[src/design/assert_macros.svh]
// Assertion macros shared by the RTL
`ifndef ASSERT_MACROS_SVH
`define ASSERT_MACROS_SVH

// Same-cycle implication, checked out of reset
`define CHK_SAME(lbl, ante, cons, msg) \
  lbl: assert property (@(posedge clk) disable iff (rst) (ante) |-> (cons)) \
    else $error(msg);

// Next-cycle implication, checked out of reset
`define CHK_NEXT(lbl, ante, cons, msg) \
  lbl: assert property (@(posedge clk) disable iff (rst) (ante) |=> (cons)) \
    else $error(msg);

`endif

[src/design/sobel_pkg.sv]
// Shared constants, types and functions of the Sobel edge block
`default_nettype none
package sobel_pkg;

  localparam int MAX_WIDTH  = 512;
  localparam int MAX_HEIGHT = 512;
  localparam int FRAME_SIZE = MAX_WIDTH * MAX_HEIGHT;
  localparam int ADDR_W     = $clog2(FRAME_SIZE);

  localparam int DIM_W  = 10;
  localparam int SEL_W  = 9;
  localparam int PIX_W  = 8;
  localparam int THR_W  = 10;
  localparam int MODE_W = 3;
  localparam int CFG_W  = 10;
  localparam int IDX_W  = 3;
  localparam int POS_W  = DIM_W + 2;
  localparam int PROD_W = 2 * DIM_W;
  localparam int CMP_W  = ((PROD_W > ADDR_W) ? PROD_W : ADDR_W) + 1;
  localparam int ACC_W  = 12;

  localparam logic [IDX_W-1:0] REG_IMAGE_WIDTH    = 3'd0;
  localparam logic [IDX_W-1:0] REG_IMAGE_HEIGHT   = 3'd1;
  localparam logic [IDX_W-1:0] REG_EDGE_THRESHOLD = 3'd2;
  localparam logic [IDX_W-1:0] REG_BORDER_MODE    = 3'd3;
  localparam logic [IDX_W-1:0] REG_BORDER_VALUE   = 3'd4;

  localparam logic [MODE_W-1:0] PAD_CLAMP     = 3'd0;
  localparam logic [MODE_W-1:0] PAD_MIRROR    = 3'd1;
  localparam logic [MODE_W-1:0] PAD_MIRROR101 = 3'd2;
  localparam logic [MODE_W-1:0] PAD_CYCLIC    = 3'd3;
  localparam logic [MODE_W-1:0] PAD_FILL      = 3'd4;

  localparam logic FUNC_LOAD    = 1'b0;
  localparam logic FUNC_COMPUTE = 1'b1;

  localparam logic [PIX_W-1:0] EDGE_ON  = 8'd255;
  localparam logic [PIX_W-1:0] EDGE_OFF = 8'd0;

  typedef struct packed {
    logic       load;
    logic       accept_compute;
    logic       issue;
    logic [1:0] tap_m;
    logic [1:0] tap_n;
    logic       out_load;
  } ctrl_cmd_t;

  typedef struct packed {
    logic req_outside;
    logic acc_last;
    logic out_free;
  } dp_status_t;

  typedef struct packed {
    logic             is_const;
    logic [DIM_W-1:0] idx;
  } map_t;

  function automatic map_t map_index(logic signed [POS_W-1:0] pos,
                                     logic [DIM_W-1:0] len,
                                     logic [MODE_W-1:0] mode);
    map_t res;
    logic lo;
    logic hi;
    logic one;
    lo = pos < 0;
    hi = pos >= $signed({2'b00, len});
    one = len == DIM_W'(1);
    res.is_const = 1'b0;
    res.idx = pos[DIM_W-1:0];
    if (lo) begin
      case (mode)
        PAD_MIRROR:    res.idx = '0;
        PAD_MIRROR101: res.idx = one ? DIM_W'(0) : DIM_W'(1);
        PAD_CYCLIC:    res.idx = len - DIM_W'(1);
        PAD_FILL:      res.is_const = 1'b1;
        default:       res.idx = '0;
      endcase
    end else if (hi) begin
      case (mode)
        PAD_MIRROR:    res.idx = len - DIM_W'(1);
        PAD_MIRROR101: res.idx = one ? DIM_W'(0) : len - DIM_W'(2);
        PAD_CYCLIC:    res.idx = '0;
        PAD_FILL:      res.is_const = 1'b1;
        default:       res.idx = len - DIM_W'(1);
      endcase
    end
    return res;
  endfunction

  function automatic logic signed [2:0] kern_x(logic [1:0] m, logic [1:0] n);
    logic signed [2:0] mag;
    mag = (m == 2'd1) ? 3'sd2 : 3'sd1;
    case (n)
      2'd0:    return -mag;
      2'd2:    return mag;
      default: return 3'sd0;
    endcase
  endfunction

  function automatic logic signed [2:0] kern_y(logic [1:0] m, logic [1:0] n);
    logic signed [2:0] mag;
    mag = (n == 2'd1) ? 3'sd2 : 3'sd1;
    case (m)
      2'd0:    return mag;
      2'd2:    return -mag;
      default: return 3'sd0;
    endcase
  endfunction

endpackage
`default_nettype wire

[src/design/sobel_ctrl.sv]
// Controller: item acceptance and tap sequencing
`default_nettype none
module sobel_ctrl import sobel_pkg::*; (
  input  wire logic       clk,
  input  wire logic       rst,
  input  wire logic       in_valid,
  input  wire logic       func,
  input  wire dp_status_t status,
  output logic            in_stall,
  output ctrl_cmd_t       cmd
);

  localparam logic [1:0] ST_IDLE  = 2'd0;
  localparam logic [1:0] ST_RUN   = 2'd1;
  localparam logic [1:0] ST_DRAIN = 2'd2;
  localparam logic [1:0] ST_DONE  = 2'd3;

  logic [1:0] state;
  logic [1:0] state_next;
  logic [1:0] tap_m;
  logic [1:0] tap_m_next;
  logic [1:0] tap_n;
  logic [1:0] tap_n_next;
  logic       accept;

  assign in_stall = state != ST_IDLE;
  assign accept   = in_valid && (state == ST_IDLE);

  always_comb begin
    cmd.load           = accept && (func == FUNC_LOAD);
    cmd.accept_compute = accept && (func == FUNC_COMPUTE);
    cmd.issue          = state == ST_RUN;
    cmd.tap_m          = tap_m;
    cmd.tap_n          = tap_n;
    cmd.out_load       = (state == ST_DONE) && status.out_free;
  end

  always_comb begin
    state_next = state;
    tap_m_next = tap_m;
    tap_n_next = tap_n;
    case (state)
      ST_IDLE: begin
        if (cmd.accept_compute) begin
          tap_m_next = '0;
          tap_n_next = '0;
          state_next = status.req_outside ? ST_DONE : ST_RUN;
        end
      end
      ST_RUN: begin
        if (tap_n == 2'd2) begin
          tap_n_next = '0;
          if (tap_m == 2'd2) begin
            state_next = ST_DRAIN;
          end else begin
            tap_m_next = tap_m + 2'd1;
          end
        end else begin
          tap_n_next = tap_n + 2'd1;
        end
      end
      ST_DRAIN: begin
        if (status.acc_last) begin
          state_next = ST_DONE;
        end
      end
      ST_DONE: begin
        if (status.out_free) begin
          state_next = ST_IDLE;
        end
      end
      default: state_next = ST_IDLE;
    endcase
  end

  always_ff @(posedge clk) begin
    if (rst) begin
      state <= ST_IDLE;
      tap_m <= '0;
      tap_n <= '0;
    end else begin
      state <= state_next;
      tap_m <= tap_m_next;
      tap_n <= tap_n_next;
    end
  end

endmodule
`default_nettype wire

[config.mk]
export PLATFORM = sky130hd
export DESIGN_NAME = sobel_ctrl
export DESIGN_NICKNAME = d
export VERILOG_FILES = /design/src/design/assert_macros.svh /design/src/design/sobel_pkg.sv /design/src/design/sobel_ctrl.sv
export SDC_FILE = /design/constraint.sdc
export NUM_CORES = 1
export LEC_CHECK = 0
export BUFFER_PORTS_ARGS = -buffer_cell sky130_fd_sc_hd__buf_2
export CELL_PAD_IN_SITES_DETAIL_PLACEMENT = 1
export CELL_PAD_IN_SITES_GLOBAL_PLACEMENT = 1
export CORE_MARGIN = 10
export CORE_UTILIZATION = 32
export CTS_CLUSTER_DIAMETER = 80
export CTS_CLUSTER_SIZE = 14
export DETAILED_ROUTE_END_ITERATION = 10
export GPL_ROUTABILITY_DRIVEN = 0
export PLACE_DENSITY = 0.78
export SYNTH_ARGS = -nofsm -noshare
export SYNTH_HDL_FRONTEND = slang
export SYNTH_SLANG_ARGS = --single-unit
[constraint.sdc]
create_clock -name clk -period 1.9 [get_ports clk]
set_clock_uncertainty 0.05 [all_clocks]
set_input_delay 0.095 -clock clk [delete_from_list [all_inputs] [get_ports clk]]
set_output_delay 0.095 -clock clk [all_outputs]
set_load 0.03 [all_outputs]
; ---- Word-level counts from Yosys, hierarchy flattened
; Index checks and enable logic that the tools add are counted.
[totals]
elab_cells = 40
inputBits = 7
ff_bits = 6
output_inout_bits = 9
[op_classes]
n_mux = 13
add_sub_neg = 2
n_eq_ne = 11
bitwise = 1
reduce_logical = 10
[op_table]
columns = op, n
row1 = 2-bit 2-to-1 mux, 10
row2 = 2-bit == test (second input constant), 4
row3 = 2-bit inequality test (second input constant), 4
row4 = 2-bit case mux with 2 select lines, 2
row5 = 2-bit case mux with 4 select lines, 1
row6 = 5-bit AND reduction, 1
row7 = 2-bit by 1-bit adder with 2-bit output (second input constant), 2
row8 = 1-bit logical AND, 4
row9 = 2-bit by 1-bit inequality test with 1-bit output (second input constant), 2
row10 = 4-bit AND reduction, 1
row11 = 2-bit nonzero test, 2
row12 = 2-bit by 1-bit == test with 1-bit output (second input constant), 1
row13 = 2-bit logical NOT, 1
row14 = 2-bit AND reduction, 1
row15 = 1-bit inverter, 1

; ---- Logic depth before layout (Yosys ltp)
; Gate-level depths: netlist of run 1.
[depth]
word_depth = 5
ltp_mapped = 7
depth_no_buf = 6

; ---- Worst setup path after synthesis of run 1
; OpenSTA, ideal clock, no wires.
[synth_path]
path_type = reg2reg
start = reg state[1]
end = reg state[0]
setup_ns = 0.091
period_less_slack_ns = 1.609
path_buffers = 0
path_slack_ns = 0.291
required_time_ns = 1.759
arrival_ns = 1.468
path_stages_with_launch = 7
path_cell_list = dfxtp_1 inv_1 ha_1 nor2b_4 a221oi_4 a21oi_1 a311oi_1
[synth_rtl]
columns = item, line_no
row1 = start: declaration, sobel_ctrl.sv:18  ; logic [1:0] state;
row2 = start signal: assignment, sobel_ctrl.sv:82  ; state <= state_next;

; ---- Worst setup path in the final report of run 1
[layout_path]
start = reg state[0]
end = reg tap_m[0]
[layout_via]
elab_chain_len = 5
word_cells_on_any_way = 10
cone_classes = eq/ne: 4 / mux: 1 / reduce/logical: 5
[layout_lines]
columns = item, line_no
row1 = 2-bit logical NOT, "sobel_ctrl.sv:27, sobel_ctrl.sv:42"
row2 = 1-bit logical AND, sobel_ctrl.sv:27  ; assign accept = in_valid && (state == ST_IDLE);
row3 = 1-bit logical AND, sobel_ctrl.sv:31  ; cmd.accept_compute = accept && (func == FUNC_COMPUTE);
row4 = 2-bit inequality test (no source line), --
row5 = 4-bit AND reduction (no source line), --
row6 = end signal: assignment, sobel_ctrl.sv:83  ; tap_m <= tap_m_next;
row7 = end: declaration, sobel_ctrl.sv:20  ; logic [1:0] tap_m;
; Several ways; a longest one is shown, not always the timed one.
; A chain may end at the register's enable or synchronous reset.

==> results of run 1 <==
final cells by class:
| type | instances | area (um^2) | share of cell area, % |
|---|---|---|---|
| Inverter | 7 | 26.3 | 4.91 |
| Clock buffer | 3 | 22.5 | 4.21 |
| Timing Repair Buffer | 15 | 75.1 | 14.0 |
| Multi-Input combinational cell | 34 | 273 | 50.9 |
| Sequential cell | 6 | 120 | 22.4 |
| Tap cell | 15 | 18.8 | 3.50 |
flip-flops by register name (all words and copies together), names as in the netlist:
name,count
state,2
tap_m,2
tap_n,2
final timing paths:
check,startpoint,endpoint
hold reg to reg,tap_m[1],tap_m[1]
setup reg to reg,state[0],tap_m[0]
hold / removal,rst,state[0]
setup / recovery,state[0],tap_m[0]
power groups by stage:
stage	combinational (mW)	clock (mW)	sequential (mW)
2_1_floorplan	0.399	0	0.207
3_3_place_gp	0.523	0	0.188
3_5_place_dp	0.531	0	0.189
4_1_cts	0.536	0.119	0.187
5_1_grt	0.591	0.130	0.194
6_report	0.533	0.115	0.187
placed cells by master (no fill, tap or decap), types with 2 or more instances in the layout:
cell type	netlist	routed
ha_1	5	5
a311oi_1	2	2
mux2i_1	3	3
buf_2	0	15
nor2_1	7	7
dfxtp_1	6	6
a21oi_1	3	3
inv_1	7	7
clkbuf_4	0	3
nand2b_1	2	2
nand2_1	2	2
through the flow:
step / power, mW / hold slack (ps)
2_1_floorplan: 0.607 / 117
3_3_place_gp: 0.711 / 312
3_5_place_dp: 0.720 / 319
4_1_cts: 0.842 / 66.9
5_1_grt: 0.914 / 84.8
6_report: 0.835 / 70.4
layer usage:
metal / vias to the layer above / part of all wire [%] / wire length, um / track usage [%]
li1: 202 / - / - / -
met1: 172 / 43 / 458 / 7.96
met2: 11 / 46 / 487 / 11.4
met3: 2 / 10 / 106 / 3.37
met4: 0 / 0.75 / 8 / 4.12
met5: - / 0 / 0 / 0
cell families (layout without fill, tap and decap cells):
family	count (synthesis)	in the layout
muxes	3	3
adders and majority gates	5	5
and+or+nand+nor	15	15
buffers and inverters	8	25
AOI/OAI and AO/OA	11	11
DFF	6	6
==> metrics list, run 1 <==
- Number of detailed-route iterations in the first pass: 4
- The setup path with the least slack is of type flop to flop.
- Reg-to-reg setup timing slack: approximately 260 ps
- The internal power of the cells totals 0.430 mW.
* Final sum of negative setup slack: 0 ps
- Post-Syn Nets: 60
- Sorting the synthesized cells by area gives the leading types as dfxtp_1, ha_1, mux2i_1.
- Placed standard-cell area: 513 um^2
* Fraction of final layout cells with drive strength greater than 1: between 30 and 40%
- Setup repair after global routing left no endpoint under its margin.
- Summing the areas of all and, or, nand and nor instances in the mapped netlist gives 18.6% of the synthesized area.
- Fraction of the mapped netlist area in adder cells: 14.7%
- Utilization of the core after routing: 42.2%
- The worst setup path is captured at a flop.
- The cell area that synthesis handed to floorplanning was 424 um^2.
* Die Y-Extent: 56.4 um
- Data arrives at the worst endpoint at 1720 ps.
- Number of ports placed on the die boundary: 16
- Cell type with the largest total area after synthesis: dfxtp_1
- The flow ran to the end, and the final reports show no timing, DRC or antenna violations.
- Yosys warning total: 0
* Areal power density over the cells: between 1500 and 2000 nW/um^2
* Layout net count: 79
* Distinct cells, synth: 20
* Number of max-capacitance violations reported: 0
- CP delay by family, top: compound AO/OA/AOI/OAI gates
- Diode insertion count for antenna repair: 0
- Synth Area in Compound Gates: 23.9%
* Comb pwr share: a little under two thirds
* Final setup slack of the worst path: 259 ps
* Most common library cells after synthesis: inv_1, nor2_1, dfxtp_1
- Core region area: ~1300 um^2
* Filler cells: 162
* Via density: 4.84
- GRT Residual Overflow: 0
* Worst-path cell with the longest stage delay: dfxtp_1
* Port Buf Inserts: 15
* Number of standard cells in the layout, taps in and fillers out: 80
- Hold-fix buffers at CTS: 0
- Of the total power, the share spent switching nets is 48.5%.
* Post-synthesis xor/xnor area fraction: 0%
* Total global-route track usage: ~7.3%
- The detail route stage leaves a number of antenna-violating nets equal to 0.
* Crit-path max FO: 7
- In this run the number of H-tree levels came out at 1.
* Cell count after placement: between 70 and 80
- Minimum setup slack after placement: 282 ps
* Worst slew margin: 80.3%
* Clock net sink count: 6
* Die extent in x: between 50 and 60 um
- For this block, the routed nets add up to about 1100 um of wire.
- After synthesis, the largest family of logic cells by area is compound AO/OA/AOI/OAI gates.
- Length in cells of the worst reg-to-reg path: 5
- Power share of the clock group: 13.8%
- Clk root buf: clkbuf_4
- Worst min-delay path class: input pin to flop
- In the synthesized netlist, the number of instances is 48.
* Placed wire-length estimate after detailed placement: 885 um
- Post-route standard cell area excluding fillers: 536 um^2
- Measured against the total synthesized area, the mux share comes to 7.08%.
- The detailed router finished its first iteration with 12 violations.
- Post-synthesis register bit count: 6
* Initial cell density of the core: 33.4%
* Cts bufs inserted: 3
- STA puts the critical path data required time at 1980 ps.
- In this run, post-CTS repair resized a total of 0 instances.
- In this run, synthesis inferred 0 flip-flops with an integrated enable.
- Setup violators final: 0
* Share of the clock period used by the worst path: 86.3%
* Maximum operating frequency: 610 MHz
* Worst path depth: 5
- In this run the power spent charging and discharging nets is approximately 0.41 mW.
* Per-instance average area after synthesis: 8.84 um^2
* Post-layout min period: 1640 ps
* Final Max Tran Viols: 0
* Number of buffers and inverters on the critical path: 1
- Cell chain of the critical path: inv_1 > ha_1 > a22oi_2 > o21ai_1 > a32o_1
- Clock latency at the later pin of the worst-skew pair: 240 ps
- In this design, the stage delay of the slowest critical-path cell is between 300 and 400 ps.
- In this run the core area contains 13 standard-cell rows.
- Entering global routing, the biggest net connects 9 pins.
- Average wire length per cell after detail routing: 13.3 um
- Of the synthesized area, sequential elements account for 28.3%.
* Die ar.: 3180 um^2
- After clock tree synthesis, the setup repair step added 0 buffers.
- Slew at the pin with the worst max-slew slack: 295 ps
* Relative area change from synthesis to final layout: 26.3%
- Number of failing hold endpoints at the final stage: 0
* Initial antenna violation count: 0
* IR drop worst, VDD: about 0.63 mV
- Counting flops with an async set or reset pin after synthesis yields a share of 0%.
* Worst setup SP type: flop
- Clock transition at path regs: about 40 ps
- Sequential share of power: 22.4%
* CTS Buffer Depth: 2
- CTS tree: done
- Prevailing post-synth register cell: dfxtp_1
- Leakage power figure: 0.265 nW
* Via count of the routed design: 387
* Share of Yosys cell area claimed by the top area cell type: 28.3%
- Global-route wire length before repair: 1930 um
- In the routed design, unresolved DRC markers number 0.
- Vias in the first global route: 424
* Hold path depth: 2
Note: power is estimated with default switching activity, not from simulation.
==> run 2, diff against run 1 <==
--- a/config.mk
+++ b/config.mk
@@ -8,11 +8,12 @@
 export BUFFER_PORTS_ARGS = -buffer_cell sky130_fd_sc_hd__buf_2
 export CELL_PAD_IN_SITES_DETAIL_PLACEMENT = 1
 export CELL_PAD_IN_SITES_GLOBAL_PLACEMENT = 1
-export CORE_MARGIN = 10
-export CORE_UTILIZATION = 32
+export CORE_AREA = 10 10 47 49
+export CTS_BUF_LIST = sky130_fd_sc_hd__clkbuf_2
 export CTS_CLUSTER_DIAMETER = 80
 export CTS_CLUSTER_SIZE = 14
 export DETAILED_ROUTE_END_ITERATION = 10
+export DIE_AREA = 0 0 57 59
 export GPL_ROUTABILITY_DRIVEN = 0
 export PLACE_DENSITY = 0.78
 export SYNTH_ARGS = -nofsm -noshare
==> run 2 against run 1 <==
Compared with the run above:
- total power is 2.1% lower
- combinational power is 0.8% higher
- critical path depth is 1 higher
- die area is 5.7% higher
- cell area is 1.2% lower
- global-route usage is 0.29 points higher
- clock power is 19% lower
- routed wire length is 6.4% higher
- via count is 3.6% higher
- register-to-register slack worse by 20 ps
- count of clock-buffer cells in the layout stayed put
- utilization is 4.4 points lower
- critical path type unchanged
- critical endpoint is now state[0]
- highest routed layer unchanged
==> metrics list, run 2 (synthesized netlist as in run 1, its figures left out) <==
- Kind of capture point of the worst setup path: flop
* Clock net sink count: 6 (unchanged)
- The number of failing setup endpoints in the final timing report was 0 (unchanged).
- Placed wire-length estimate after detailed placement: 974 um (+10%)
- Endpoint, Worst Hold: state[1]
- Number of failing hold endpoints at the final stage: 0 (unchanged)
* Most common library cell in the layout ignoring fill and taps: buf_2
- Utilization of the core after routing: 37.8% (-4.4 points)
- Die ar.: 3360 um^2 (+5.7%)
- Die extent in x: 57 um (+1.1%)
- The sequential fraction of design power is 23.0% (+0.6 points).
* Required time of the worst setup path: 1990 ps (about the same)
- The arrival time of data at the critical path endpoint is 1750 ps (+30 ps).
- Maximum operating frequency: 603 MHz (-1.1%)
- The total negative setup slack is 0 ps (unchanged).
- The leakage component of the power is 0.263 nW (-0.51%).
- Crit-path max FO: 6 (-1)
- The count of cells along the worst register-to-register path is 6 (+1).
- Clk root buf: clkbuf_2
* Hold-fix buffers at CTS: 0 (unchanged)
- The total global routing track utilization came to 7.61% (+0.29 points).
* Worst setup SP type: flop
- Core region area: 1400 um^2 (+10%)
- Clock transition at path regs: 60 ps (+20 ps)
* Areal power density over the cells: 1540 nW/um^2 (-0.99%)
- Final Max Tran Viols: 0 (unchanged)
* Global-route wire length before repair: 2010 um (+3.9%)
- Worst min-delay path class: input pin to flop
- Diode insertion count for antenna repair: 0 (unchanged)
* DR iter-0 viols: 0 (-12)
* Port Buf Inserts: 15 (unchanged)
- Hold path depth: 2 (unchanged)
- The I/O pin count came to 16 (unchanged).
* Critical R2R Capture: state[0]
* Number of DRC violations after detailed routing: 0 (unchanged)
* Setup repair after global routing missed its margin: no
* H-tree level count: 1 (unchanged)
- Cts bufs inserted: 3 (unchanged)
- The maximum buffer depth of the clock tree is 2 (unchanged).
* Number of placement rows: 14 (+1)
- Largest registers in the final layout: state x2, tap_m x2, tap_n x2
* Number of max-capacitance violations reported: 0 (unchanged)
- Layout net count: 79 (unchanged)
* Number of nets still failing antenna checks after routing: 0 (unchanged)
* Initial antenna violation count: 0 (unchanged)
- CTS tree: done
- The flow ran to the end, and the final reports show no timing, DRC or antenna violations.
- The minimum hold slack came to 77.5 ps (+7.10 ps).
- Comb pwr share: 65.7% (+1.9 points)
- The area growth from synthesis to layout is 24.8%.
- The worst-margin pin slew was 292 ps (-3.06 ps).
- The relative slew slack came to 80.5% (+0.20 points).
- The proportion of total power due to net switching is 51.0% (+2.5 points).
- GRT Residual Overflow: 0 (unchanged)
- Launch point of the worst hold path: rst
- Fraction of final layout cells with drive strength greater than 1: 32.3% (unchanged)
- Power share of the clock group: 11.4% (-2.4 points)
- RR Startpoint: state[1]
* Largest net degree at the start of global routing: 9 (unchanged)
* Die Y-Extent: 59 um (+4.6%)
* Via density: 4.95 (+2.3%)
- The worst setup path is of the flop to flop kind.
* Initial cell density of the core: 30.3% (-3.2 points)
- Clock latency at the later pin of the worst-skew pair: 230 ps (about the same)
- The setup slack on the worst flop-to-flop path is 240 ps (-20 ps).
* Average wire length per cell after detail routing: 13.9 um (+5.1%)
- The number of instances resized during post-cts repair is 0 (unchanged).
* Most used cells in the layout excluding fill and tap cells: buf_2, inv_1, nor2_1, dfxtp_1, ha_1
- Vias in the first global route: 456 (+7.5%)
* Filler cells: 188 (+16%)
- The vias after detailed routing came to 401 (+3.6%).
- Setup fix buffers added after clock tree synthesis: 0 (unchanged)
- Number of detailed-route iterations in the first pass: 1 (-3)
- Post-layout min period: 1660 ps (+17.6 ps)
* Final routed wirelength across all metal layers: 1130 um (+6.4%)
- IR drop worst, VDD: 0.542 mV (-15%)
* Internal cell power: 0.401 mW (-6.8%)
- The switching power is 0.417 mW (+2.8%).
* Share of the clock period used by the worst path: 87.3% (+0.93 points)
[run 2: cell counts in the layout (fill, tap and decap cells not counted)]
No cell type changed its count.
[run 2: per-layer routing]
metal	part of all wire (%)	GRT usage (%)	up-vias
met2	51	12.9	12
met1	39	7.26	187
met5	0	0	-
met4	2.3	6.04	0
li1	-	-	200
met3	7.3	3.00	2
[run 2: layout make-up]
type                       count  area [um^2]  share of cell area, %
clock buffer                   3         15.0                   2.84
inverter                       7         26.3                   4.96
multi-input combinational     34          273                   51.5
sequential                     6          120                   22.7
tap                           16         20.0                   3.78
timing repair buffer          15         75.1                   14.2
[run 2: power groups by stage]
stage / combinational (mW) / clock (mW) / sequential (mW)
floorplan: 0.399 / 0 / 0.207
global placement: 0.523 / 0 / 0.190
detailed placement: 0.541 / 0 / 0.190
CTS: 0.543 / 0.0974 / 0.188
global route: 0.596 / 0.106 / 0.194
finish: 0.537 / 0.0928 / 0.188
[run 2: worst max-delay path: stages (launching register included)]
cell and delay [ps]:
dfxtp_1 380, inv_1 80, ha_1 270, nor2b_4 180
a221oi_4 240, a21oi_1 110, a311oi_1 260
[run 2: metrics by stage]
| step | power [mW] | setup WS (ps) | instance area [um^2] | cells |
|---|---|---|---|---|
| final | 0.817 | 242 | 529 | 81 |
| after detailed placement | 0.731 | 249 | 514 | 78 |
| after CTS | 0.829 | 232 | 529 | 81 |
| after floorplan | 0.607 | 291 | 424 | 48 |
| after global placement | 0.713 | 265 | 514 | 78 |
| after global routing | 0.896 | 88.0 | 529 | 81 |
[run 2: worst max-delay path by stage]
stage,startpoint,to,slack (ps)
detailed placement,state[1],state[1],250
floorplan,state[1],state[0],290
finish,state[1],state[0],240
global placement,state[1],state[1],270
global route,state[1],state[1],90
CTS,state[1],state[1],230
